$ cat config.mk
export PLATFORM = sky130hd
export DESIGN_NAME = swm_cell
export DESIGN_NICKNAME = d
export VERILOG_FILES = /design/src/sv/sliding_window_maximum_macros.svh /design/src/sv/swm_pkg.sv /design/src/sv/swm_cell.sv
export SDC_FILE = /design/constraint.sdc
export NUM_CORES = 1
export LEC_CHECK = 0
export BUFFER_PORTS_ARGS = -buffer_cell sky130_fd_sc_hd__buf_4
export CAP_MARGIN = 15
export CORE_UTILIZATION = 34
export DETAILED_ROUTE_END_ITERATION = 8
export PLACE_DENSITY = 0.71
export REMOVE_ABC_BUFFERS = 1
export SYNTH_ARGS = -nofsm -noshare
export SYNTH_HDL_FRONTEND = slang
export SYNTH_SLANG_ARGS = --single-unit
$ cat constraint.sdc
create_clock -name clk -period 5.3 [get_ports clk]
set_input_delay 0.53 -clock clk [delete_from_list [all_inputs] [get_ports clk]]
set_output_delay 0.53 -clock clk [all_outputs]
set_load 0.05 [all_outputs]
$ cat src/sv/sliding_window_maximum_macros.svh
// Assertion macros shared by the sliding window maximum modules.
`ifndef SLIDING_WINDOW_MAXIMUM_MACROS_SVH
`define SLIDING_WINDOW_MAXIMUM_MACROS_SVH

// The condition holds at every clock edge out of reset.
`define SWM_ASSERT_ALWAYS(label, cond, msg) \
	label: assert property (@(posedge clk) disable iff (!arst_n) (cond)) \
		else $error(msg);

// The consequent holds in the same cycle as the antecedent.
`define SWM_ASSERT_IMPLY(label, ante, cons, msg) \
	label: assert property (@(posedge clk) disable iff (!arst_n) (ante) |-> (cons)) \
		else $error(msg);

// The consequent holds in the cycle after the antecedent.
`define SWM_ASSERT_NEXT(label, ante, cons, msg) \
	label: assert property (@(posedge clk) disable iff (!arst_n) (ante) |=> (cons)) \
		else $error(msg);

`endif

$ cat src/sv/swm_pkg.sv
// Shared constants and types of the sliding window maximum block.
package swm_pkg;

	localparam int WINDOW_MAX_DEFAULT  = 64;
	localparam int SAMPLE_BITS_DEFAULT = 32;
	localparam int CFG_W               = 7;
	localparam logic [CFG_W-1:0] WINDOW_SIZE_RESET = 7'd3;

	typedef struct packed {
		logic step;
		logic clear;
		logic pop;
	} swm_cmd_t;

endpackage

$ cat src/sv/swm_cell.sv
// One deque cell: holds a candidate value and its age, shifts toward the front.
module swm_cell #(
	parameter int WINDOW_MAX  = swm_pkg::WINDOW_MAX_DEFAULT,
	parameter int SAMPLE_BITS = swm_pkg::SAMPLE_BITS_DEFAULT
) (
	input  logic                                   clk,
	input  logic                                   arst_n,
	input  swm_pkg::swm_cmd_t                      cmd,
	input  logic signed [SAMPLE_BITS-1:0]          sample_value,
	input  logic                                   left_keep,
	input  logic                                   right_valid,
	input  logic [SAMPLE_BITS-1:0]                 right_value,
	input  logic [$clog2(WINDOW_MAX + 1)-1:0]      right_age,
	output logic                                   valid,
	output logic [SAMPLE_BITS-1:0]                 value,
	output logic [$clog2(WINDOW_MAX + 1)-1:0]      age,
	output logic                                   keep,
	output logic [SAMPLE_BITS-1:0]                 next_value
);
	import swm_pkg::*;

	localparam int AGE_W = $clog2(WINDOW_MAX + 1);

	logic                   valid_q;
	logic [SAMPLE_BITS-1:0] value_q;
	logic [AGE_W-1:0]       age_q;
	logic                   l_valid;
	logic [SAMPLE_BITS-1:0] l_value;
	logic [AGE_W-1:0]       l_age;
	logic                   keep_w;
	logic                   valid_d;
	logic [SAMPLE_BITS-1:0] value_d;
	logic [AGE_W-1:0]       age_d;

	always_comb begin
		l_valid = (cmd.pop ? right_valid : valid_q) && !cmd.clear;
		l_value = cmd.pop ? right_value : value_q;
		l_age   = cmd.pop ? right_age : age_q;
		keep_w  = l_valid && ($signed(l_value) > sample_value);
		valid_d = valid_q;
		value_d = value_q;
		age_d   = age_q;
		if (cmd.step) begin
			valid_d = keep_w || left_keep;
			value_d = keep_w ? l_value : sample_value;
			age_d   = keep_w ? l_age + AGE_W'(1) : AGE_W'(1);
		end else if (cmd.pop) begin
			valid_d = right_valid;
			value_d = right_value;
			age_d   = right_age;
		end
	end

	always_ff @(posedge clk or negedge arst_n) begin
		if (!arst_n) begin
			valid_q <= 1'b0;
		end else begin
			valid_q <= valid_d;
		end
	end

	always_ff @(posedge clk) begin
		value_q <= value_d;
		age_q   <= age_d;
	end

	assign valid      = valid_q;
	assign value      = value_q;
	assign age        = age_q;
	assign keep       = keep_w;
	assign next_value = value_d;

endmodule

Yosys cells after proc, flatten, opt, wreduce, memory -nomap -nowiden
Cells that the tools add are included.
{"block": "totals", "reg_bits": 40, "in_bits": 78, "out_inout_bits": 73}
{"block": "classes", "add_sub_neg": 1, "magnitude_cmp": 1, "mux": 8, "n_reduce_logical": 4}
{"cell": "2-to-1 mux 32 bit", "n": 3}
{"cell": "> comparator 32 bit", "n": 1}
{"cell": "2-to-1 mux 7 bit", "n": 3}
{"cell": "adder 7 x 1 -> 7 bit (second input constant)", "n": 1}
{"cell": "logical AND 1 bit", "n": 2}
{"cell": "2-to-1 mux 1 bit", "n": 2}
{"cell": "zero test 1 bit", "n": 1}
{"cell": "logical OR 1 bit", "n": 1}

Longest topological paths before layout
Gate-level depths: netlist of run 1.
{"block": "logic_depth", "word_depth": 5, "depth_mapped": 13, "ltp_nobuf": 10}

Least setup slack after synthesis of run 1
No wires, ideal clock.
{"block": "synth_timing", "kind": "in2out", "start": "input port cmd[0] (netlist bit)", "end": "output port next_value[0]", "arrival_ns": 4.697, "t_required_ns": 4.770, "setup_slack_ns": 0.073, "path_stages": 13, "path_buffers": 4, "path_cell_list": "clkbuf_1 > buf_1 > clkbuf_1 > mux2_2 > ha_1 > and3_4 > a221o_1 > a211oi_1 > o211ai_1 > o21bai_1 > a211oi_4 > buf_6 > mux2i_1"}
{"block": "synth_via", "elab_chain_cells": 5}
{"item": "start: declaration", "line_no": "swm_cell.sv:8", "source": "input swm_pkg::swm_cmd_t cmd,"}
{"item": "2-to-1 mux 32 bit / 2-to-1 mux 1 bit (equally long branches)"}
{"item": "> comparator 32 bit / logical AND 1 bit (equally long branches)", "line_no": "swm_cell.sv:39, swm_cell.sv:36"}
{"item": "logical AND 1 bit", "line_no": "swm_cell.sv:39", "source": "keep_w = l_valid && ($signed(l_value) > sample_value);"}
{"item": "2-to-1 mux 32 bit", "line_no": "swm_cell.sv:45", "source": "value_d = keep_w ? l_value : sample_value;"}
{"item": "2-to-1 mux 32 bit *", "line_no": "swm_cell.sv:43", "source": "if (cmd.step) begin"}
{"item": "end: declaration", "line_no": "swm_cell.sv:18", "source": "output logic [SAMPLE_BITS-1:0] next_value"}
Mark *: on every way between the ends. The rest lies on a longest branch, timed or not.

Worst setup path after layout of run 1
{"block": "layout_timing", "start": "input port cmd[0] (netlist bit)", "end": "output port next_value[4]"}
Same word-level chain as after synthesis.

==> results.toml, run 1 <==
[critical_path]
cp-start-kind = "primary input"
end_kind = "output port"
crit_arrival_ps = 4110
crit_type = "primary input to output port"
r2r_slack_ps = 2020
required_ps = 4770
worstPathMaxFanout = 35

[sta]
period_needed_ps = 4640
hold-worst-slack_ps = 488
tns_ps = 0
worst_slew_margin_rel_pct = 67.7
clock.fmax_mhz = 215
slew_viol_final = 0
fin_crit_sh_pct = 87.6
hold_viol = 0
rsz0062_at_grt = "no"
finalSetupViolCount = 0
finalClockSkew_ps = 3.35
max_slew.worst_pin.slew_ps = 485

[logic_synthesis]
synth_top_area_cell = "dfxtp_1"
yosysMostFrequentCell = "mux2_2"
synth.avg_cell_area_sq_um = 10.3
syn-cell-area_sq_um = 2740
seq_area_frac_synth_pct = 29.4
yosys_register_bits = 40
synth_common_cells = "40 x mux2_2, 39 x dfxtp_1, 37 x inv_1, 33 x ha_1, 20 x mux2_4"
synth_area_leaders = "dfxtp_1 28%, mux2_2 16%, ha_1 15%"
synth_warnings = 0
synth_cells = 266
ys.flop_type = "dfxtp_1"
synthArstFlopShare_pct = 2.50
synth_top_area_share_pct = 28.5
synth_cell_type_count = 36
synth_edf_count = 0

[global_routing]
antenna_found_initial = 0
grt.overflow.total = 0
grtUsageTotal_pct = 16.7
grt_max_degree = 36
grt_pass1_vias = 2462
grt_pass1_wl_um = 11400

[final_layout]
antenna_cells = 0
multi_input_area_sq_um = 1740
nNetsFinal = 530
syn_to_final_growth_pct = 48.3
fillers = 724
final_area_sq_um = 4070
drive_above_1_share_pct = 53.3
final_util_pct = 52.3
regArea_sq_um = 806

[clock_tree]
clockRootBuffer = "clkbuf_8"
clock-sinks = 40
clkLatencyLatePin_ps = 280
ctsResizeCount = 0
clkTransAtPathRegs_ps = 80
cts_buffers = 5
clk_path_buf_depth = 2
htreeDepth = 2
cts_tree = "done"

[floorplanning]
io_pins = 151
die_area_sq_um = 8430
rows = 32
core_sq_um = 7770
die_h_um = 91.8
initial_core_util_pct = 35.3
fp.dieW_um = 91.8

[placement]
place_area_sq_um = 3970
dp_hpwl_um = 5830
globalplace.congestion = 0.753
port_buffers = 150

[route]
wl_per_cell_um = 13.7
drtIter0Drc = 35
ant_nets = 0
viasPerCell = 4.66
drcViolationCount = 0
dr.pass1.iters = 5
routed_wl_um = 7130
vias = 2430

[outcome]
outcome = "finished, final reports clean"

[power_and_ir_drop]
p_per_area_nw_per_um2 = 324
vdd_ir_drop_max_uv = 209
p_leak_uw = 0.00210

[job]
drv_cap = 0

[hold_path]
hp-class = "primary input to register"
-- worst max-delay path, stage by stage --
cell      delay, ps
buf_4           400
mux2_2          420
ha_1            340
nand4_1         180
nor3_1          360
nand3_1         190
o31ai_2         300
nor2_1          120
a211oi_4        260
buf_4           400
mux2_2          400
buf_4           190
-- metrics by stage --
stage	worst slack, ps	total power, uW	instances
after floorplan	227	887	258
after global placement	662	1110	513
after detailed placement	641	1120	513
after CTS	627	1330	522
after global routing	440	1390	522
final	657	1320	522
-- what timing repair did --
item                                   CTS  global route
hold buffers                             1             0
endpoints found under the hold margin    1             0
buffers inserted                         0             0
-- where the power goes --
group	leakage, uW	internal [uW]	switching, uW
registers	0.000339	347	22.2
logic	0.00171	273	465
clock network	0.0000455	106	102
-- sequential cells by signal, summed over array words and instances, names as in the netlist --
| name | flops |
|---|---|
| value | 32 |
| age | 7 |
| valid | 1 |
-- final cells by class --
class | instances | share of cell area [%]
clock buffers | 8 | 2.22
inverters | 37 | 3.42
well taps | 102 | 3.14
multi-input cells | 181 | 42.9
repair buffers | 154 | 28.5
flip-flops and latches | 40 | 19.8
-- path summary, 6_finish.rpt --
| check | from | to | cells after the start |
|---|---|---|---|
| max | cmd[0] | next_value[4] | 12 |
| min | cmd[2] | age[2] | 2 |
| max in group asynchronous | arst_n | valid | 2 |
| min in group asynchronous | arst_n | valid | 2 |
| min reg2reg | value[0] | value[0] | 2 |
| max reg2reg | value[31] | value[4] | 10 |
-- routing by layer --
metal | global-route usage [%] | wire [um] | part of all wire, % | vias up
li1 | - | - | - | 1243
met1 | 21.0 | 3160 | 44 | 1083
met2 | 28.5 | 3350 | 47 | 96
met3 | 3.65 | 514 | 7.2 | 8
met4 | 5.21 | 104 | 1.5 | 0
met5 | 0 | 0 | 0 | -
-- logic make-up (layout without fill, tap and decap cells) --
logic type / after synthesis / in the layout / share of synthesized area, %
mux: 73 / 73 / 32.4
buf+inv: 45 / 199 / 6.98
simple gates: 41 / 41 / 7.35
flops: 40 / 40 / 29.4
fa+ha+maj: 33 / 33 / 15.1
compound gates: 30 / 30 / 7.58
xor+xnor: 4 / 4 / 1.28
-- placed cells by master (no fill, tap or decap), drive strengths merged, types with 3 or more instances in the layout --
cell type	count
nand4	6
nand2	10
mux2	65
nor2	12
clkbuf	8
ha	33
o21ai	4
inv	37
buf	153
dfxtp	39
nor3	4
mux2i	8
nand3	5
a211oi	3
a21oi	13
Power figures use the tool's default switching activity.
==> run 2, diff against run 1 <==
--- a/config.mk
+++ b/config.mk
@@ -7,5 +7,5 @@
 export LEC_CHECK = 0
 export BUFFER_PORTS_ARGS = -buffer_cell sky130_fd_sc_hd__buf_4
-export CAP_MARGIN = 15
+export CAP_MARGIN = 20
 export CORE_UTILIZATION = 34
 export DETAILED_ROUTE_END_ITERATION = 8
==> constraint.sdc (replaced) <==
create_clock -name clk -period 5.3 [get_ports clk]
set_input_delay 0.53 -clock clk [delete_from_list [all_inputs] [get_ports clk]]
set_output_delay 0.53 -clock clk [all_outputs]
set_load 0.1 [all_outputs]
==> run 2 against run 1 <==
Compared with the run above: worst hold slack worse by 4.5 ps; cell area shrank 0.22%; non-clock buffer count is the same; core utilization decreased by 0.11 points; global-route usage is 0.31 points lower; critical path type unchanged.
==> results.toml, run 2 (synthesis gave the netlist of run 1 again) <==
[outcome]
outcome = "finished, final reports clean"

[global_routing]
antenna_found_initial = 0
grt_max_degree = 36
grt.overflow.total = 0
grt_pass1_wl_um = 11300
grt_pass1_vias = 2552
grtUsageTotal_pct = 16.4

[critical_path]
required_ps = 4770
crit_chain = "buf_4, mux2_2, ha_1, nand4_1, nor3_1, nand3_1, o31ai_2, nor2_1, a211oi_4, buf_4, mux2_2, buf_4"
crit_arrival_ps = 4090
cp-start-kind = "primary input"
max_stage_delay_ps = 420
end_kind = "output port"
worstPathMaxFanout = 35
crit_top_cell = "buf_4"
crit_type = "primary input to output port"
cp_slowest_cell = "mux2_2"

[floorplanning]
initial_core_util_pct = 35.3
rows = 32
core_sq_um = 7770
die_h_um = 91.8
fp.dieW_um = 91.8
io_pins = 151
die_area_sq_um = 8430

[final_layout]
antenna_cells = 0
final_cells = 522
layout_common_cells = "153 x buf_4, 40 x mux2_2, 39 x dfxtp_1"
syn_to_final_growth_pct = 48.0
nNetsFinal = 530
final_util_pct = 52.2
regArea_sq_um = 806
fillers = 750
multi_input_area_sq_um = 1740
largest_register_ffs = 32
drive_above_1_share_pct = 53.3
final_common_cell = "buf_4"

[sta]
worst_slew_margin_rel_pct = 67.4
fin_ws_ps = 679
period_needed_ps = 4620
finalClockSkew_ps = 5.76
slew_viol_final = 0
hold_viol = 0
max_slew.worst_pin.slew_ps = 489
hold-worst-slack_ps = 484
finalSetupViolCount = 0
rsz0062_at_grt = "no"
clock.fmax_mhz = 216
fin_crit_sh_pct = 87.2

[power_and_ir_drop]
switchingPower_uw = 915
total_power_uw = 1630
vdd_ir_drop_max_uv = 200
power_frac_comb_pct = 64.9
swShare_pct = 56.2
p_per_area_nw_per_um2 = 401
p_int_uw = 712
pwr-share-seq_pct = 22.7
p_leak_uw = 0.00209
power.share.clock_pct = 12.4

[clock_tree]
clkTransAtPathRegs_ps = 80
htreeDepth = 2
cts_tree = "done"
clock-sinks = 40
ctsResizeCount = 0
cts_buffers = 5
clk_path_buf_depth = 2
clockRootBuffer = "clkbuf_8"
clkLatencyLatePin_ps = 290

[placement]
place_inst = 513
pre_cts_ws_ps = 635
globalplace.congestion = 0.755
port_buffers = 150
dp_hpwl_um = 5810

[route]
drcViolationCount = 0
dr.pass1.iters = 4
viasPerCell = 4.69
vias = 2448
ant_nets = 0
routed_wl_um = 7100
wl_per_cell_um = 13.6
drtIter0Drc = 36

[job]
drv_cap = 0

[hold_path]
hp-class = "primary input to register"
==> run 2: changes by cell type in the layout (fill, tap and decap cells not counted), sizes merged <==
cell / change
clkbuf: -1
clkinv: +1
==> run 2: power groups by stage <==
stage / Combinational, uW / Sequential [uW] / Clock (uW)
floorplan: 504 / 702 / 0
global placement: 1050 / 376 / 0
detailed placement: 1060 / 377 / 0
CTS: 1060 / 370 / 211
global route: 1100 / 376 / 226
finish: 1060 / 369 / 201
==> run 2: routing by layer <==
layer	up-vias	wire [um]	GRT usage, %
met5	-	0	0
met4	0	0	3.91
met3	0	415	3.32
met2	83	3470	28.8
met1	1123	3220	20.7
li1	1242	-	-
==> run 2: cell type report <==
cell class | count | area share, %
inverter | 37 | 3.42
multi-input combinational | 181 | 43.0
timing repair buffer | 154 | 28.6
clock buffer | 7 | 1.88
sequential | 40 | 19.9
tap | 102 | 3.15
clock inverter | 1 | 0.123
==> run 2: repair_timing <==
action,4_1_cts,5_1_grt
hold buffers,1,0
endpoints found under the hold margin,1,0
endpoints found under the setup margin,0,0
buffers inserted,0,0
==> run 2: worst paths after layout <==
| check | slack [ps] | cells after the start | startpoint | endpoint |
|---|---|---|---|---|
| worst max-delay path | 680 | 12 | cmd[0] | next_value[3] |
| worst min-delay path | 480 | 2 | cmd[2] | age[2] |
| worst max register to register | 2080 | 10 | value[31] | value[3] |
| worst min register to register | 640 | 3 | age[6] | age[6] |
| max in group asynchronous | 4670 | 2 | arst_n | valid |
| min in group asynchronous | 550 | 2 | arst_n | valid |
==> run 2: metrics by stage <==
stage / area, sq um / TNS [ps]
finish: 4060 / 0
global route: 4060 / 0
CTS: 4060 / 0
detailed placement: 3970 / 0
global placement: 3970 / 0
floorplan: 2690 / -1480
==> run 2: worst max-delay path: cells and delay by family <==
family | cells | cell delay [ps]
fa+ha+maj | 1 | 330
compound gates | 2 | 550
simple gates | 4 | 810
mux | 2 | 820
buf+inv | 3 | 1030
==> run 3, diff against run 2 <==
Settings changed: REMOVE_ABC_BUFFERS 1 to default.
==> run 3 against run 2 <==
Compared with the run above: maximum frequency down 0.38%; total power increased by 1.5%; non-clock buffer count increased by 1; first-iteration DRC count rose by 2.8%; flip-flop and latch count stayed put; global-route usage is 0.87 points higher; register-to-register slack better by 60 ps; final cell count unchanged; critical path type unchanged; largest power group unchanged; highest routed layer is now met4.
==> results.toml, run 3 (synthesis gave the netlist of run 1 again) <==
[clock_tree]
clkLatencyLatePin_ps = 290
cts_buffers = 5
post_cts_buffers = 0
ctsResizeCount = 0
htreeDepth = 2
clkTransAtPathRegs_ps = 80
cts_tree = "done"
clk_path_buf_depth = 2
clockRootBuffer = "clkbuf_8"
clock-sinks = 40
cts-hold-fix-buffers = 1

[power_and_ir_drop]
p_int_uw = 737
swShare_pct = 55.4
switchingPower_uw = 914
power.share.clock_pct = 13.5
p_per_area_nw_per_um2 = 404
p_leak_uw = 0.00210
power_frac_comb_pct = 64.1
vdd_ir_drop_max_uv = 205
pwr-share-seq_pct = 22.4

[final_layout]
antenna_cells = 0
nNetsFinal = 531
drive_above_1_share_pct = 54.0
syn_to_final_growth_pct = 49.2
final_util_pct = 52.7
largest_register_ffs = 32
layout_common_cells = "154 x buf_4, 40 x mux2_2, 39 x dfxtp_1"
final_common_cell = "buf_4"
final_area_sq_um = 4090

[route]
vias = 2438
wl_met1_um = 3220
wl_met2_um = 3590
routed_wl_um = 7220
drtIter0Drc = 37
routed.top_layer = "met4"
viasPerCell = 4.67
ant_nets = 0
drcViolationCount = 0
wl_per_cell_um = 13.8
dr.pass1.iters = 4
met3_length_um = 355

[placement]
globalplace.congestion = 0.754
pre_cts_ws_ps = 608
place_area_sq_um = 3990
dp_hpwl_um = 6010
port_buffers = 150

[critical_path]
required_ps = 4770
crit_type = "primary input to output port"
crit_arrival_ps = 4110
cp-start-kind = "primary input"
worstPathMaxFanout = 26
end_kind = "output port"

[sta]
clock.fmax_mhz = 216
slew_viol_final = 0
max_slew.worst_pin.slew_ps = 380
rsz0062_at_grt = "no"
finalSetupViolCount = 0
tns_ps = 0
finalClockSkew_ps = 4.62
fin_ws_ps = 661
fin_crit_sh_pct = 87.5
period_needed_ps = 4640
worst_slew_margin_rel_pct = 74.0
hold_viol = 0

[global_routing]
grt.overflow.total = 0
antenna_found_initial = 0
grt_max_degree = 27
grt_pass1_vias = 2474
grt_pass1_wl_um = 11600
grtUsageTotal_pct = 17.3

[floorplanning]
die_area_sq_um = 8430
core_sq_um = 7770
rows = 32
die_h_um = 91.8
initial_core_util_pct = 35.3
io_pins = 151
fp.dieW_um = 91.8

[outcome]
outcome = "finished, final reports clean"

[job]
drv_cap = 0

[logic_synthesis]
synth_fp_nets = 377

[hold_path]
hp-class = "primary input to register"
==> run 3: changes by cell type in the layout (fill, tap and decap cells not counted), sizes merged <==
cell    previous run  this run
clkinv             1         0
buf              153       154
==> run 3: routing by layer <==
metal  global-route usage [%]  vias up
met5                        0        -
met4                     3.52        0
met3                     3.32        5
met2                     30.5       84
met1                     21.9     1108
li1                         -     1241
==> run 3: path summary, 6_finish.rpt <==
kind,slack (ps),to,cells past startpoint,start
max in group asynchronous,4670,valid,2,arst_n
hold / removal,490,value[8],2,sample_value[8]
min in group asynchronous,550,valid,2,arst_n
hold reg to reg,630,age[6],3,age[6]
setup / recovery,660,next_value[1],13,cmd[0]
setup reg to reg,2140,value[1],10,value[18]
==> run 3: final cells by class <==
type	count	area (sq um)
fill	755	3680
timing repair buffer	155	1170
multi-input combinational	181	1760
clock buffer	7	96.3
sequential	40	806
tap	102	128
inverter	37	139
==> run 3: through the flow <==
stage | total power (uW) | instances | hold WS [ps]
final | 1650 | 522 | 486
after global routing | 1730 | 522 | 465
after CTS | 1670 | 522 | 472
after detailed placement | 1440 | 514 | 306
after global placement | 1430 | 514 | 307
after floorplan | 1220 | 266 | 234
==> run 3: power by group through the flow <==
stage	sequential [uW]	clock, uW	combinational [uW]
global route	376	247	1100
floorplan	702	0	516
CTS	371	235	1060
global placement	375	0	1050
finish	370	222	1060
detailed placement	378	0	1060
==> run 3: critical path, cell delays in order <==
cell,delay (ps)
buf_4,310
buf_4,260
mux2_2,360
ha_1,310
nand4_1,150
nor3_1,300
nand3_1,180
o31ai_2,310
nor2_1,130
a211oi_4,260
buf_4,360
mux2_2,400
buf_4,240
