## src/sv/sliding_window_maximum_macros.svh

```systemverilog
// Assertion macros shared by the sliding window maximum modules.
`ifndef SLIDING_WINDOW_MAXIMUM_MACROS_SVH
`define SLIDING_WINDOW_MAXIMUM_MACROS_SVH

// The condition holds at every clock edge out of reset.
`define SWM_ASSERT_ALWAYS(label, cond, msg) \
	label: assert property (@(posedge clk) disable iff (!arst_n) (cond)) \
		else $error(msg);

// The consequent holds in the same cycle as the antecedent.
`define SWM_ASSERT_IMPLY(label, ante, cons, msg) \
	label: assert property (@(posedge clk) disable iff (!arst_n) (ante) |-> (cons)) \
		else $error(msg);

// The consequent holds in the cycle after the antecedent.
`define SWM_ASSERT_NEXT(label, ante, cons, msg) \
	label: assert property (@(posedge clk) disable iff (!arst_n) (ante) |=> (cons)) \
		else $error(msg);

`endif

```

## src/sv/swm_pkg.sv

```systemverilog
// Shared constants and types of the sliding window maximum block.
package swm_pkg;

	localparam int WINDOW_MAX_DEFAULT  = 64;
	localparam int SAMPLE_BITS_DEFAULT = 32;
	localparam int CFG_W               = 7;
	localparam logic [CFG_W-1:0] WINDOW_SIZE_RESET = 7'd3;

	typedef struct packed {
		logic step;
		logic clear;
		logic pop;
	} swm_cmd_t;

endpackage

```

## src/sv/swm_ctrl.sv

```systemverilog
// Handshake, window size register, fill tracking and result register.
`include "sliding_window_maximum_macros.svh"

module swm_ctrl #(
	parameter int WINDOW_MAX  = swm_pkg::WINDOW_MAX_DEFAULT,
	parameter int SAMPLE_BITS = swm_pkg::SAMPLE_BITS_DEFAULT
) (
	input  logic                                   clk,
	input  logic                                   arst_n,
	input  logic                                   in_valid,
	output logic                                   in_stall,
	input  logic                                   start_sequence,
	output logic                                   out_valid,
	input  logic                                   out_stall,
	output logic signed [SAMPLE_BITS-1:0]          window_max,
	input  logic                                   window_size_we,
	input  logic [swm_pkg::CFG_W-1:0]              window_size,
	input  logic                                   front_valid,
	input  logic [$clog2(WINDOW_MAX + 1)-1:0]      front_age,
	input  logic [SAMPLE_BITS-1:0]                 front_next_value,
	output swm_pkg::swm_cmd_t                      cmd
);
	import swm_pkg::*;

	localparam int AGE_W = $clog2(WINDOW_MAX + 1);
	localparam int POS_W = AGE_W + 1;
	localparam int CMP_W = (AGE_W > CFG_W) ? AGE_W : CFG_W;

	logic [CFG_W-1:0]       window_size_q;
	logic [AGE_W-1:0]       pos_q;
	logic                   filled_q;
	logic                   out_valid_q;
	logic [SAMPLE_BITS-1:0] window_max_q;
	logic [CMP_W-1:0]       ws_ext;
	logic [AGE_W-1:0]       w_eff;
	logic                   front_old;
	logic                   trim;
	logic                   accept;
	logic [AGE_W-1:0]       base_pos;
	logic                   base_filled;
	logic [POS_W-1:0]       pos_inc;
	logic                   filled_d;

	always_comb begin
		ws_ext = CMP_W'(window_size_q);
		if (window_size_q == '0) begin
			w_eff = AGE_W'(1);
		end else if (ws_ext > CMP_W'(WINDOW_MAX)) begin
			w_eff = AGE_W'(WINDOW_MAX);
		end else begin
			w_eff = ws_ext[AGE_W-1:0];
		end
	end

	assign front_old   = front_valid && (front_age >= w_eff);
	assign trim        = front_valid && (front_age > w_eff);
	assign in_stall    = trim || (out_valid_q && out_stall);
	assign accept      = in_valid && !in_stall;
	assign base_pos    = start_sequence ? '0 : pos_q;
	assign base_filled = start_sequence ? 1'b0 : filled_q;
	assign pos_inc     = {1'b0, base_pos} + POS_W'(1);
	assign filled_d    = base_filled || (pos_inc >= {1'b0, w_eff});

	assign cmd.step  = accept;
	assign cmd.clear = accept && start_sequence;
	assign cmd.pop   = (accept || trim) && front_old;

	always_ff @(posedge clk or negedge arst_n) begin
		if (!arst_n) begin
			window_size_q <= WINDOW_SIZE_RESET;
			pos_q         <= '0;
			filled_q      <= 1'b0;
			out_valid_q   <= 1'b0;
		end else begin
			if (window_size_we) begin
				window_size_q <= window_size;
			end
			if (accept) begin
				filled_q <= filled_d;
				if (!filled_d) begin
					pos_q <= pos_inc[AGE_W-1:0];
				end
			end
			if (accept && filled_d) begin
				out_valid_q <= 1'b1;
			end else if (!out_stall) begin
				out_valid_q <= 1'b0;
			end
		end
	end

	always_ff @(posedge clk) begin
		if (accept && filled_d) begin
			window_max_q <= front_next_value;
		end
	end

	assign out_valid  = out_valid_q;
	assign window_max = window_max_q;

	`SWM_ASSERT_NEXT(a_push_leaves_front, accept, front_valid, "deque empty after a request")
	`SWM_ASSERT_NEXT(a_filled_sticky, filled_q && !(accept && start_sequence), filled_q,
		"window filled flag dropped without a new sequence")
	`SWM_ASSERT_NEXT(a_unit_window_result, accept && (w_eff == AGE_W'(1)), out_valid_q,
		"no result for a one-sample window")

endmodule

```

## config.mk

```make
export PLATFORM = sky130hd
export DESIGN_NAME = swm_ctrl
export DESIGN_NICKNAME = d
export VERILOG_FILES = /design/src/sv/swm_pkg.sv /design/src/sv/swm_ctrl.sv
export VERILOG_INCLUDE_DIRS = /design/src /design/src/sv
export SDC_FILE = /design/constraint.sdc
export NUM_CORES = 1
export LEC_CHECK = 0
export BUFFER_PORTS_ARGS = -buffer_cell sky130_fd_sc_hd__buf_2
export CORE_MARGIN = 2
export CORE_UTILIZATION = 47
export DETAILED_ROUTE_END_ITERATION = 10
export HOLD_SLACK_MARGIN = 0.06
export MAX_ROUTING_LAYER = met4
export PLACE_DENSITY = 0.83
export SLEW_MARGIN = 40
export SYNTH_ARGS = -nofsm -noshare
export SYNTH_HDL_FRONTEND = slang
export SYNTH_SLANG_ARGS = --single-unit
export TNS_END_PERCENT = 20
```

## constraint.sdc

```tcl
create_clock -name clk -period 3.5 [get_ports clk]
set_clock_uncertainty 0.15 [all_clocks]
set_input_delay 0.175 -clock clk [delete_from_list [all_inputs] [get_ports clk]]
set_output_delay 0.175 -clock clk [all_outputs]
set_load 0.02 [all_outputs]
```

# == After elaboration in Yosys (flattened, before gate mapping) ==
# Index checks and enable logic that the tools add are counted.
# totals
reg_bits,48
in_bits,53
out_inout_bits,37
elab_cells,31
# classes
addsub,1
n_lt_le_gt_ge,4
eq_ne,1
muxes,6
bitwise,1
n_reduce_logical,13
# ops
cell,count
7-bit two-way mux,3
"7-bit by 1-bit adder with 8-bit output, second input constant",1
8-bit by 7-bit greater-or-equal comparator with 1-bit output,1
7-bit greater-or-equal comparator,1
7-bit greater-than comparator,1
"7-bit greater-than comparator, second input constant",1
1-bit logical AND,7
7-bit logical NOT,1
1-bit logical OR,3
1-bit two-way mux,3
"2-bit by 1-bit inequality test with 1-bit output, second input constant",1
2-bit AND reduction,1
1-bit logical NOT,1
1-bit inverter,1

# == Longest topological paths before layout ==
# Gate-level depths: netlist (run 1).
# depth
depth_word,10
depth_mapped,11
mapped_depth_nobuf,11

# == Worst setup path after synthesis (run 1) ==
# OpenSTA, ideal clock, no wires.
# synth_timing
path_kind,reg2reg
start,register pos_q[0]
end,"register window_max_q[0] (netlist: window_max[0]), enable pin"
setup_time_ns,0.374
arrival_time_ns,2.407
required_time_ns,2.976
path_slack_ns,0.568
path_stages_with_launch,10
n_path_buf,0
synth_period_minus_slack_ns,2.932
path_cell_list,dfrtp_1 > nor2b_1 > ha_1 > nand3_1 > or3_1 > a21oi_1 > ha_1 > o221ai_1 > o211ai_1 > and2_2
# synth_via
elab_chain_cells,5
# synth_lines
element,line_no,rtl
from (decl),swm_ctrl.sv:30,logic [AGE_W-1:0] pos_q;
from (signal assigned),swm_ctrl.sv:81,pos_q <= pos_inc[AGE_W-1:0];
7-bit two-way mux,swm_ctrl.sv:59,assign base_pos = start_sequence ? '0 : pos_q;
7-bit by 1-bit adder with 8-bit output,swm_ctrl.sv:61,"assign pos_inc = {1'b0, base_pos} + POS_W'(1);"
net pos_inc[6],swm_ctrl.sv:41,logic [POS_W-1:0] pos_inc;
8-bit by 7-bit greater-or-equal comparator with 1-bit output,swm_ctrl.sv:62,"assign filled_d = base_filled || (pos_inc >= {1'b0, w_eff});"
1-bit logical OR,swm_ctrl.sv:62,
1-bit logical AND,swm_ctrl.sv:93,if (accept && filled_d) begin
to (signal assigned),swm_ctrl.sv:94,window_max_q <= front_next_value;
to (decl),swm_ctrl.sv:33,logic [SAMPLE_BITS-1:0] window_max_q;
# The timed path passes the listed nets, and every way through them passes these cells.
# A chain may end at the register's enable or synchronous reset.

# == Worst setup path in the final report (run 1) ==
# layout_timing
start,register pos_q[0]
end,"register window_max_q[1] (netlist: window_max[1]), enable pin"
# The elaborated chain is that of the path after synthesis.

==> results of run 1 <==
==> timing repair <==
action / 4_1_cts / 5_1_grt
hold endpoints to repair: 56 / 0
setup endpoints to repair: 0 / 32
hold buffers: 43 / 0
resized for setup: 0 / 1
==> state kept, by name (all words and copies together), names as in the netlist <==
name,count
window_max,32
pos_q,7
window_size_q,7
filled_q,1
out_valid,1
==> critical path, cell delays in order, from the launching register on <==
cell and delay, ns:
dfrtp_1 0.36, nor2b_1 0.31, ha_1 0.24, nand3_1 0.14, or3_1 0.37, a21oi_1 0.21
ha_1 0.15, o221ai_1 0.19, o211ai_1 0.17, and2_4 0.44
==> synth_stat cells <==
master / number / area (µm²)
o2111ai_4: 1 / 26.3
nor3_1: 1 / 5.00
nand3b_1: 1 / 7.51
or3_1: 1 / 6.26
dfrtp_1: 14 / 350
nor2_1: 7 / 26.3
and2_2: 2 / 15.0
nand3_1: 4 / 20.0
o211ai_1: 2 / 15.0
clkbuf_1: 1 / 3.75
xnor2_1: 1 / 8.76
o21ai_0: 4 / 20.0
o2111ai_1: 1 / 8.76
and3_1: 1 / 6.26
edfxtp_1: 32 / 961
inv_1: 5 / 18.8
dfstp_2: 2 / 52.6
o21a_1: 3 / 22.5
a211oi_1: 2 / 15.0
xor2_1: 3 / 26.3
o221ai_1: 1 / 8.76
a22o_1: 1 / 8.76
ha_1: 15 / 188
buf_4: 1 / 7.51
nor2b_1: 2 / 12.5
mux2_2: 12 / 135
nand2_1: 15 / 56.3
nand4_1: 2 / 12.5
a21oi_1: 9 / 45.0
o22ai_4: 1 / 20.0
mux2i_1: 1 / 10.0
or2_2: 1 / 6.26
==> logic make-up (layout without fill, tap and decap cells) <==
| kind of cell | after synthesis | after routing |
|---|---|---|
| compound gates | 25 | 25 |
| xor+xnor | 4 | 4 |
| fa+ha+maj | 15 | 15 |
| buf+inv | 7 | 145 |
| flops | 48 | 48 |
| mux | 13 | 13 |
| simple gates | 37 | 37 |
==> worst max path at each step <==
stage	cells past startpoint	slack [ns]	startpoint	to
detailed placement	9	0.21	pos_q[0]$_DFFE_PN0P_	window_max[9]$_DFFE_PP_
finish	9	0.42	pos_q[0]$_DFFE_PN0P_	window_max[1]$_DFFE_PP_
global placement	9	0.36	pos_q[0]$_DFFE_PN0P_	window_max[5]$_DFFE_PP_
CTS	9	0.20	pos_q[0]$_DFFE_PN0P_	window_max[9]$_DFFE_PP_
global route	9	0.21	pos_q[0]$_DFFE_PN0P_	window_max[5]$_DFFE_PP_
floorplan	9	0.57	pos_q[0]$_DFFE_PN0P_	window_max[0]$_DFFE_PP_
==> stage by stage <==
step	cell area, µm²	setup slack [ns]	hold slack [ns]
floorplan	2130	0.568	-0.271
global placement	2630	0.359	-0.0443
detailed placement	2630	0.209	-0.0367
CTS	3150	0.197	0.0875
global route	3150	0.207	0.105
finish	3150	0.424	0.0929
==> power by group <==
group          total, W  switching (W)  internal [W]
Sequential     0.000767      0.0000468      0.000721
Combinational  0.000469       0.000268      0.000201
Clock          0.000345       0.000185      0.000160
==> final cells by class <==
class                      count  area [µm²]
inverter                       5        18.8
timing repair buffer         132         876
tap                           52        65.1
clock inverter                 2        15.0
multi-input combinational     94         733
sequential                    48        1360
clock buffer                   6        82.6
fill                         279        1200
==> layer usage <==
metal / up-vias / wire length [µm] / global-route usage [%]
met5: - / 0 / -
met3: 7 / 452 / 6.61
met1: 807 / 2150 / 27.0
li1: 828 / - / -
met4: 0 / 70 / 4.82
met2: 94 / 2650 / 38.7
==> impl_results.md, run 1 <==
* Status: completed
* Slew Limit Fails at 0
* Worst hold path endpoint: window_size_q[2]$_DFFE_PN0P_
* Clk_lat worst skew at 0.30 ns
* Crit. End Element: flip-flop
* Combinational family with the most area after synthesis: compound AO/OA/AOI/OAI gates
* Nets at 354
* Synth Area in XOR/XNOR at 1.65%
* Crit-path max FO at 32
* Max Freq at 325 MHz
* DRT Pass-1 Iters at 4
* Initial antenna violation count at 0
* Ant diodes at 0
* Worst Hold Class: input pin to flip-flop
* Rows at 24
* Max clock buf depth at 2
* Simple-gate area share of the yosys netlist at 8.18%
* Vias per inst at 5.12
* Multiplexer area fraction after synthesis at 6.83%
* VDD IR max at 0.277 mV
* Via count at 1,736
* Setup repair after global routing missed its margin: false
* Mean Syn Cell Area at 14.3 µm²
* Arrival time at the worst endpoint at 2.89 ns
* Synthesized area at 2130 µm²
* CTS Buf Count at 5
* Largest net degree at the start of global routing at 33
* Syn Nets at 217
* Total Wirelength at 5320 µm
* WHS Path Cells at 2
* CTS tree: built
* Vias in the first global route at 1,826
* R2R setup slack at 0.42 ns
* Cells after Synth at 149
* Drt drc at 0
* Share of cells above drive strength 1 at 40.4%
* Worst r2r src: pos_q[0]$_DFFE_PN0P_
* DRT iter0 DRCs at 71
* Lkg Pwr at 1.40 nW
* Worst-path clk slew at 0.09 ns
* Max H-tree Level at 2
* Period minus WS final at 3.08 ns
* Period utilization at 87.9%
* Ys Warns at 0
* Max cap viols at 0
* Adder-cell share of the synthesized area at 8.83%
* DR WL/cell at 15.7 µm
* GR Util All Layers at 22.7%
* Final Hold Viols at 0
* Fin util at 72.4%
* GPL Wtd Cong at 0.861
* Worst-margin pin slew at 0.389 ns
* Global-route wire length before repair at 8730 µm
* Cell total after placement at 288
* Setup TNS Final at 0 ns
* Die height at 71.3 µm
* Critical Path RT at 3.31 ns
* PD cells at 501 nW/µm²
* Startpoint class of the critical path: flip-flop
* Cell Count, Final, Fillers Out at 339
* Syn-to-layout area delta at 48.4%
* Routed Antenna Nets at 0
* Initial Util at 48.8%
* # setup viols final at 0
* HP Start: window_size_we
* Commonest cells after routing, fill and taps aside: 89 x buf_2, 43 x dlygate4sd3_1, 32 x edfxtp_1
* Reg2reg end: window_max[1]$_DFFE_PP_
* Setup CP Type: flip-flop to flip-flop
* Most common library cell in the layout ignoring fill and taps: buf_2
* Die Width at 71.3 µm
* Core footprint at 4350 µm²
* Reg2reg path depth at 9
* Yosys reg bits at 48
* Root Buffer Master: clkbuf_8
* DIE AREA at 5080 µm²
* Placed wire-length estimate at 3350 µm
* Slew HR at 74.1%
* Unique masters post-synth at 32
* Clock net sink count at 48
* # Post-CTS Setup Buffers at 0
* Synth Area in Compound Gates at 8.95%
* Global route overflow at 0
* Sequential area share after synthesis at 64.2%
* Total power at 0.00158 W
* Buffers on Ports at 89
* Ports at 90
(Power assumes the default switching activity.)
==> inputs of run 2 (changes only) <==
- CORE_UTILIZATION: 47 -> 49
- CTS_BUF_LIST: default -> sky130_fd_sc_hd__clkbuf_4 sky130_fd_sc_hd__clkbuf_8
- PLACE_DENSITY: 0.83 -> 0.86
==> impl_results.md, run 2 (synthesis results as in run 1) <==
* Max cap viols at 0
* Critical Path End: window_max[6]$_DFFE_PP_
* Die Width at 69.9 µm
* CTS Buf Count at 5
* Vias in the first global route at 1,870
* Worst r2r src: pos_q[0]$_DFFE_PN0P_
* GR Util All Layers at 25.0%
* Initial antenna violation count at 0
* Max Freq at 325 MHz
* Setup repair after global routing missed its margin: false
* Share of cells above drive strength 1 at 40.1%
* Clock net sink count at 48
* Final Hold Viols at 0
* R2R setup slack at 0.42 ns
* Commonest cells after routing, fill and taps aside: 89 x buf_2, 43 x dlygate4sd3_1, 32 x edfxtp_1
* # setup viols final at 0
* DP Area at 2620 µm²
* Ports at 90
* Global-route wire length before repair at 9110 µm
* Total Wirelength at 5840 µm
* Rows at 23
* GPL Wtd Cong at 0.839
* Max FFs per register at 32
* Arrival time at the worst endpoint at 2.90 ns
* Initial Util at 52.0%
* DR WL/cell at 17.3 µm
* Core footprint at 4090 µm²
* PD cells at 502 nW/µm²
* CTS tree: built
* Buffers on Ports at 89
* Worst Hold Class: input pin to flip-flop
* Period minus WS final at 3.08 ns
* Setup CP Type: flip-flop to flip-flop
* Largest net degree at the start of global routing at 33
* Final instance area at 3140 µm²
* Worst-margin pin slew at 0.391 ns
* DRT Pass-1 Iters at 4
* Routed Antenna Nets at 0
* Via count at 1,763
* Slew HR at 73.9%
* Reg2reg path depth at 9
* Setup TNS Final at 0 ns
* Crit. Startpoint: pos_q[0]$_DFFE_PN0P_
* Crit-path max FO at 32
* Status: completed
* Slew Limit Fails at 0
* Global route overflow at 0
* VDD IR max at 0.249 mV
* Startpoint class of the critical path: flip-flop
* DRT iter0 DRCs at 173
* Drt drc at 0
* Fin util at 76.9%
* Period utilization at 88.0%
* Cell total after placement at 286
* Lkg Pwr at 1.40 nW
* Max clock buf depth at 2
* Placed wire-length estimate at 3750 µm
* Min Hold Slack at 0.0874 ns
* Ant diodes at 0
* Nets at 354
* Root Buffer Master: clkbuf_8
* Clk_lat worst skew at 0.31 ns
* Vias per inst at 5.23
* Reg2reg end: window_max[6]$_DFFE_PP_
* Max H-tree Level at 2
* # Post-CTS Setup Buffers at 0
* Most common library cell in the layout ignoring fill and taps: buf_2
* Worst-path clk slew at 0.09 ns
* Crit. End Element: flip-flop
* Syn-to-layout area delta at 47.8%
* DIE AREA at 4880 µm²
* Die height at 69.9 µm
* Cell Count, Final, Fillers Out at 337
* Critical Path RT at 3.32 ns
[run 2: changes by cell type in the layout (fill, tap and decap cells not counted), sizes merged]
cell    before  now
clkbuf       6    5
clkinv       0    1
[run 2: routing by layer]
| metal | global-route usage, % | routed length [µm] | vias up |
|---|---|---|---|
| li1 | - | - | 829 |
| met1 | 30.1 | 2400 | 830 |
| met2 | 41.4 | 2880 | 96 |
| met3 | 8.23 | 484 | 8 |
| met4 | 5.77 | 72 | 0 |
| met5 | - | 0 | - |
[run 2: per-stage QoR]
stage / worst slack [ns] / power [W]
final: 0.421 / 0.00158
after global routing: 0.197 / 0.00166
after CTS: 0.193 / 0.00157
after detailed placement: 0.204 / 0.00122
after global placement: 0.362 / 0.00119
after floorplan: 0.568 / 0.00106
[run 2: worst max-delay path, stage by stage, from the launching register on]
cell	delay, ns
dfrtp_1	0.37
nor2b_1	0.33
ha_1	0.25
nand3_1	0.12
or3_1	0.36
a21oi_1	0.21
ha_1	0.15
o221ai_1	0.19
o211ai_1	0.17
and2_4	0.44
[run 2: area by class of cell]
class / instances / area, µm²
tap: 50 / 62.6
inverter: 5 / 18.8
fill: 232 / 945
timing repair buffer: 132 / 876
multi-input combinational: 94 / 733
sequential: 48 / 1360
clock inverter: 3 / 18.8
clock buffer: 5 / 68.8
[run 2: timing repair]
action | in CTS | in global routing
endpoints found under the hold margin | 56 | 0
hold buffers | 43 | 0
endpoints found under the setup margin | 0 | 32
gates resized for setup | 0 | 1
[run 2: power by group]
| group | leakage, nW | total, W | internal [W] | switching, W |
|---|---|---|---|---|
| Clock | 0.0378 | 0.000324 | 0.000138 | 0.000186 |
| Combinational | 0.870 | 0.000483 | 0.000202 | 0.000281 |
| Sequential | 0.491 | 0.000771 | 0.000721 | 0.0000498 |
[run 2: how the worst min path moves through the flow]
stage                              start                      endpoint  slack (ns)  depth (start not counted)
after global placement            arst_n          pos_q[2]$_DFFE_PN0P_       -0.04                          1
after detailed placement          arst_n  window_size_q[3]$_DFFE_PN0P_       -0.04                          1
after floorplan                   arst_n          filled_q$_DFFE_PN0P_       -0.27                          0
final                     window_size_we  window_size_q[2]$_DFFE_PN0P_        0.09                          2
after global routing      window_size_we  window_size_q[1]$_DFFE_PN1P_        0.11                          2
after CTS                 window_size_we  window_size_q[2]$_DFFE_PN0P_        0.09                          2
==> inputs of run 3 (changes only) <==
- PLACE_DENSITY: 0.86 -> 0.82
- clock period: 3.5 -> 3 ns (I/O delays scaled with it)
==> impl_results.md, run 3 (synthesis results as in run 1) <==
* Status: completed
* GR Util All Layers at 25.7%
* Max Freq at 352 MHz
* Sw frac at 31.6%
* CTS tree: built
* Worst-margin pin slew at 0.374 ns
* Initial Util at 52.0%
* Final instance area at 3210 µm²
* Max clock buf depth at 2
* Routed Antenna Nets at 0
* Place WS at -0.0934 ns
* VDD IR max at 0.368 mV
* # setup viols final at 0
* Psw at 0.000619 W
* Core footprint at 4090 µm²
* Final Hold Viols at 0
* Drt drc at 0
* Worst Hold Class: input pin to flip-flop
* DP Area at 2650 µm²
* Most common library cell in the layout ignoring fill and taps: buf_2
* Global route overflow at 0
* Placed wire-length estimate at 3550 µm
* Crit-path max FO at 8
* Startpoint class of the critical path: flip-flop
* Reg2reg end: window_max[23]$_DFFE_PP_
* Largest net degree at the start of global routing at 33
* WHS Path Cells at 2
* Arrival time at the worst endpoint at 2.54 ns
* GPL Wtd Cong at 0.859
* HP Start: window_size_we
* Die Width at 69.9 µm
* # Post-CTS Setup Buffers at 0
* Initial antenna violation count at 0
* Comb pwr share at 30.0%
* Nets at 358
* Clk_lat worst skew at 0.30 ns
* Period minus WS final at 2.84 ns
* Lkg Pwr at 1.44 nW
* PD cells at 612 nW/µm²
* Global-route wire length before repair at 9440 µm
* Vias per inst at 5.30
* Worst hold path endpoint: window_size_q[3]$_DFFE_PN0P_
* Max H-tree Level at 2
* Buffers and inverters on the worst path at 3
* Buffers on Ports at 89
* Reg2reg path depth at 9
* Total Wirelength at 6050 µm
* CP cell instances: inv_1, nand2_1, ha_1, a21oi_1, o2111ai_1, o22ai_4, buf_4, and2_2, buf_2
* Clk network pwr share at 24.2%
* Slew HR at 75.1%
* DRT iter0 DRCs at 155
* Ant diodes at 0
* Fillers at 243
* Critical Path RT at 2.70 ns
* Commonest cells after routing, fill and taps aside: 89 x buf_2, 43 x dlygate4sd3_1, 32 x edfxtp_1
* Root Buffer Master: clkbuf_8
* Worst r2r src: pos_q[0]$_DFFE_PN0P_
* Setup ws final at 0.162 ns
* Multi-input logic area at 748 µm²
* Vias in the first global route at 1,888
* Syn-to-layout area delta at 50.9%
* Worst-path clk slew at 0.09 ns
* Max cap viols at 0
* R2R setup slack at 0.18 ns
* DRT Pass-1 Iters at 4
* Max FFs per register at 32
* Period utilization at 94.6%
* Share of cells above drive strength 1 at 41.6%
* Crit. End Element: output pin
* Part of the power in registers at 45.8%
* Via count at 1,807
* CTS Buf Count at 5
* DIE AREA at 4880 µm²
* Clock net sink count at 48
* DR WL/cell at 17.7 µm
* CP delay by family, top: compound AO/OA/AOI/OAI gates
* Rows at 23
* Die height at 69.9 µm
* Ports at 90
* Setup CP Type: flip-flop to output pin
* Critical-path top delay cell: dfrtp_1
* Slew Limit Fails at 0
* Register area at 1360 µm²
* Internal power at 0.00134 W
* Largest stage delay on the critical path at 0.39 ns
-- run 3: changes by cell type in the layout (fill, tap and decap cells not counted) --
cell        delta
buf_4          +3
and2_4         +1
inv_6          +1
bufinv_16      +1
clkinv_1       -1
o221ai_1       -1
clkinvlp_4     -1
o221ai_2       +1
-- run 3: worst register-to-register path: cells and delay by family (launching register included) --
kind / cells / cell delay [ns]
compound gates: 3 / 0.53
fa+ha+maj: 2 / 0.41
flops: 1 / 0.37
simple gates: 4 / 1.06
-- run 3: worst max path at each step --
stage	from	end	slack, ns	cells after the start
4_1_cts	pos_q[0]$_DFFE_PN0P_	window_max[0]$_DFFE_PP_	0.08	9
5_1_grt	pos_q[0]$_DFFE_PN0P_	window_max[0]$_DFFE_PP_	-0.02	9
2_1_floorplan	pos_q[0]$_DFFE_PN0P_	window_max[0]$_DFFE_PP_	0.07	9
3_3_place_gp	pos_q[0]$_DFFE_PN0P_	window_max[8]$_DFFE_PP_	0.01	9
6_report	window_size_q[6]$_DFFE_PN0P_	cmd[1]	0.16	9
3_5_place_dp	pos_q[0]$_DFFE_PN0P_	window_max[26]$_DFFE_PP_	-0.09	9
-- run 3: what timing repair did --
item                                    CTS  global route
endpoints found under the hold margin    56             0
hold buffers                             43             0
endpoints found under the setup margin   32            38
cloned                                    0             1
pin swaps                                 0             1
resized for setup                         1             2
-- run 3: routing by layer --
metal | global-route usage (%) | vias up | routed length [µm]
li1 | - | 834 | -
met4 | 6.41 | 0 | 83
met5 | - | - | 0
met1 | 29.4 | 859 | 2430
met2 | 45.3 | 104 | 3050
met3 | 6.35 | 10 | 494
-- run 3: area by class of cell --
type,count,share of cell area (%)
well taps,50,1.95
flip-flops and latches,48,42.5
repair buffers,135,28.0
multi-input cells,95,23.3
clock buffers,5,2.15
inverters,5,0.585
clock inverters,3,1.44
-- run 3: power by group through the flow --
stage	clock network, W	logic [W]	registers (W)
6_report	0.000474	0.000589	0.000899
5_1_grt	0.000501	0.000639	0.000909
4_1_cts	0.000476	0.000562	0.000894
3_5_place_dp	0	0.000511	0.000907
3_3_place_gp	0	0.000499	0.000901
2_1_floorplan	0	0.000256	0.000984
-- run 3: stage by stage --
| step | cells | setup TNS (ns) | hold WS (ns) | utilization [%] | total power (W) |
|---|---|---|---|---|---|
| after global placement | 289 | 0 | -0.0630 | 64.7 | 0.00140 |
| after CTS | 340 | 0 | 0.0715 | 78.1 | 0.00193 |
| after floorplan | 149 | 0 | -0.296 | - | 0.00124 |
| final | 341 | 0 | 0.0704 | 78.5 | 0.00196 |
| after detailed placement | 289 | -2.98 | -0.0586 | 64.7 | 0.00142 |
| after global routing | 341 | -0.470 | 0.0822 | 78.5 | 0.00205 |
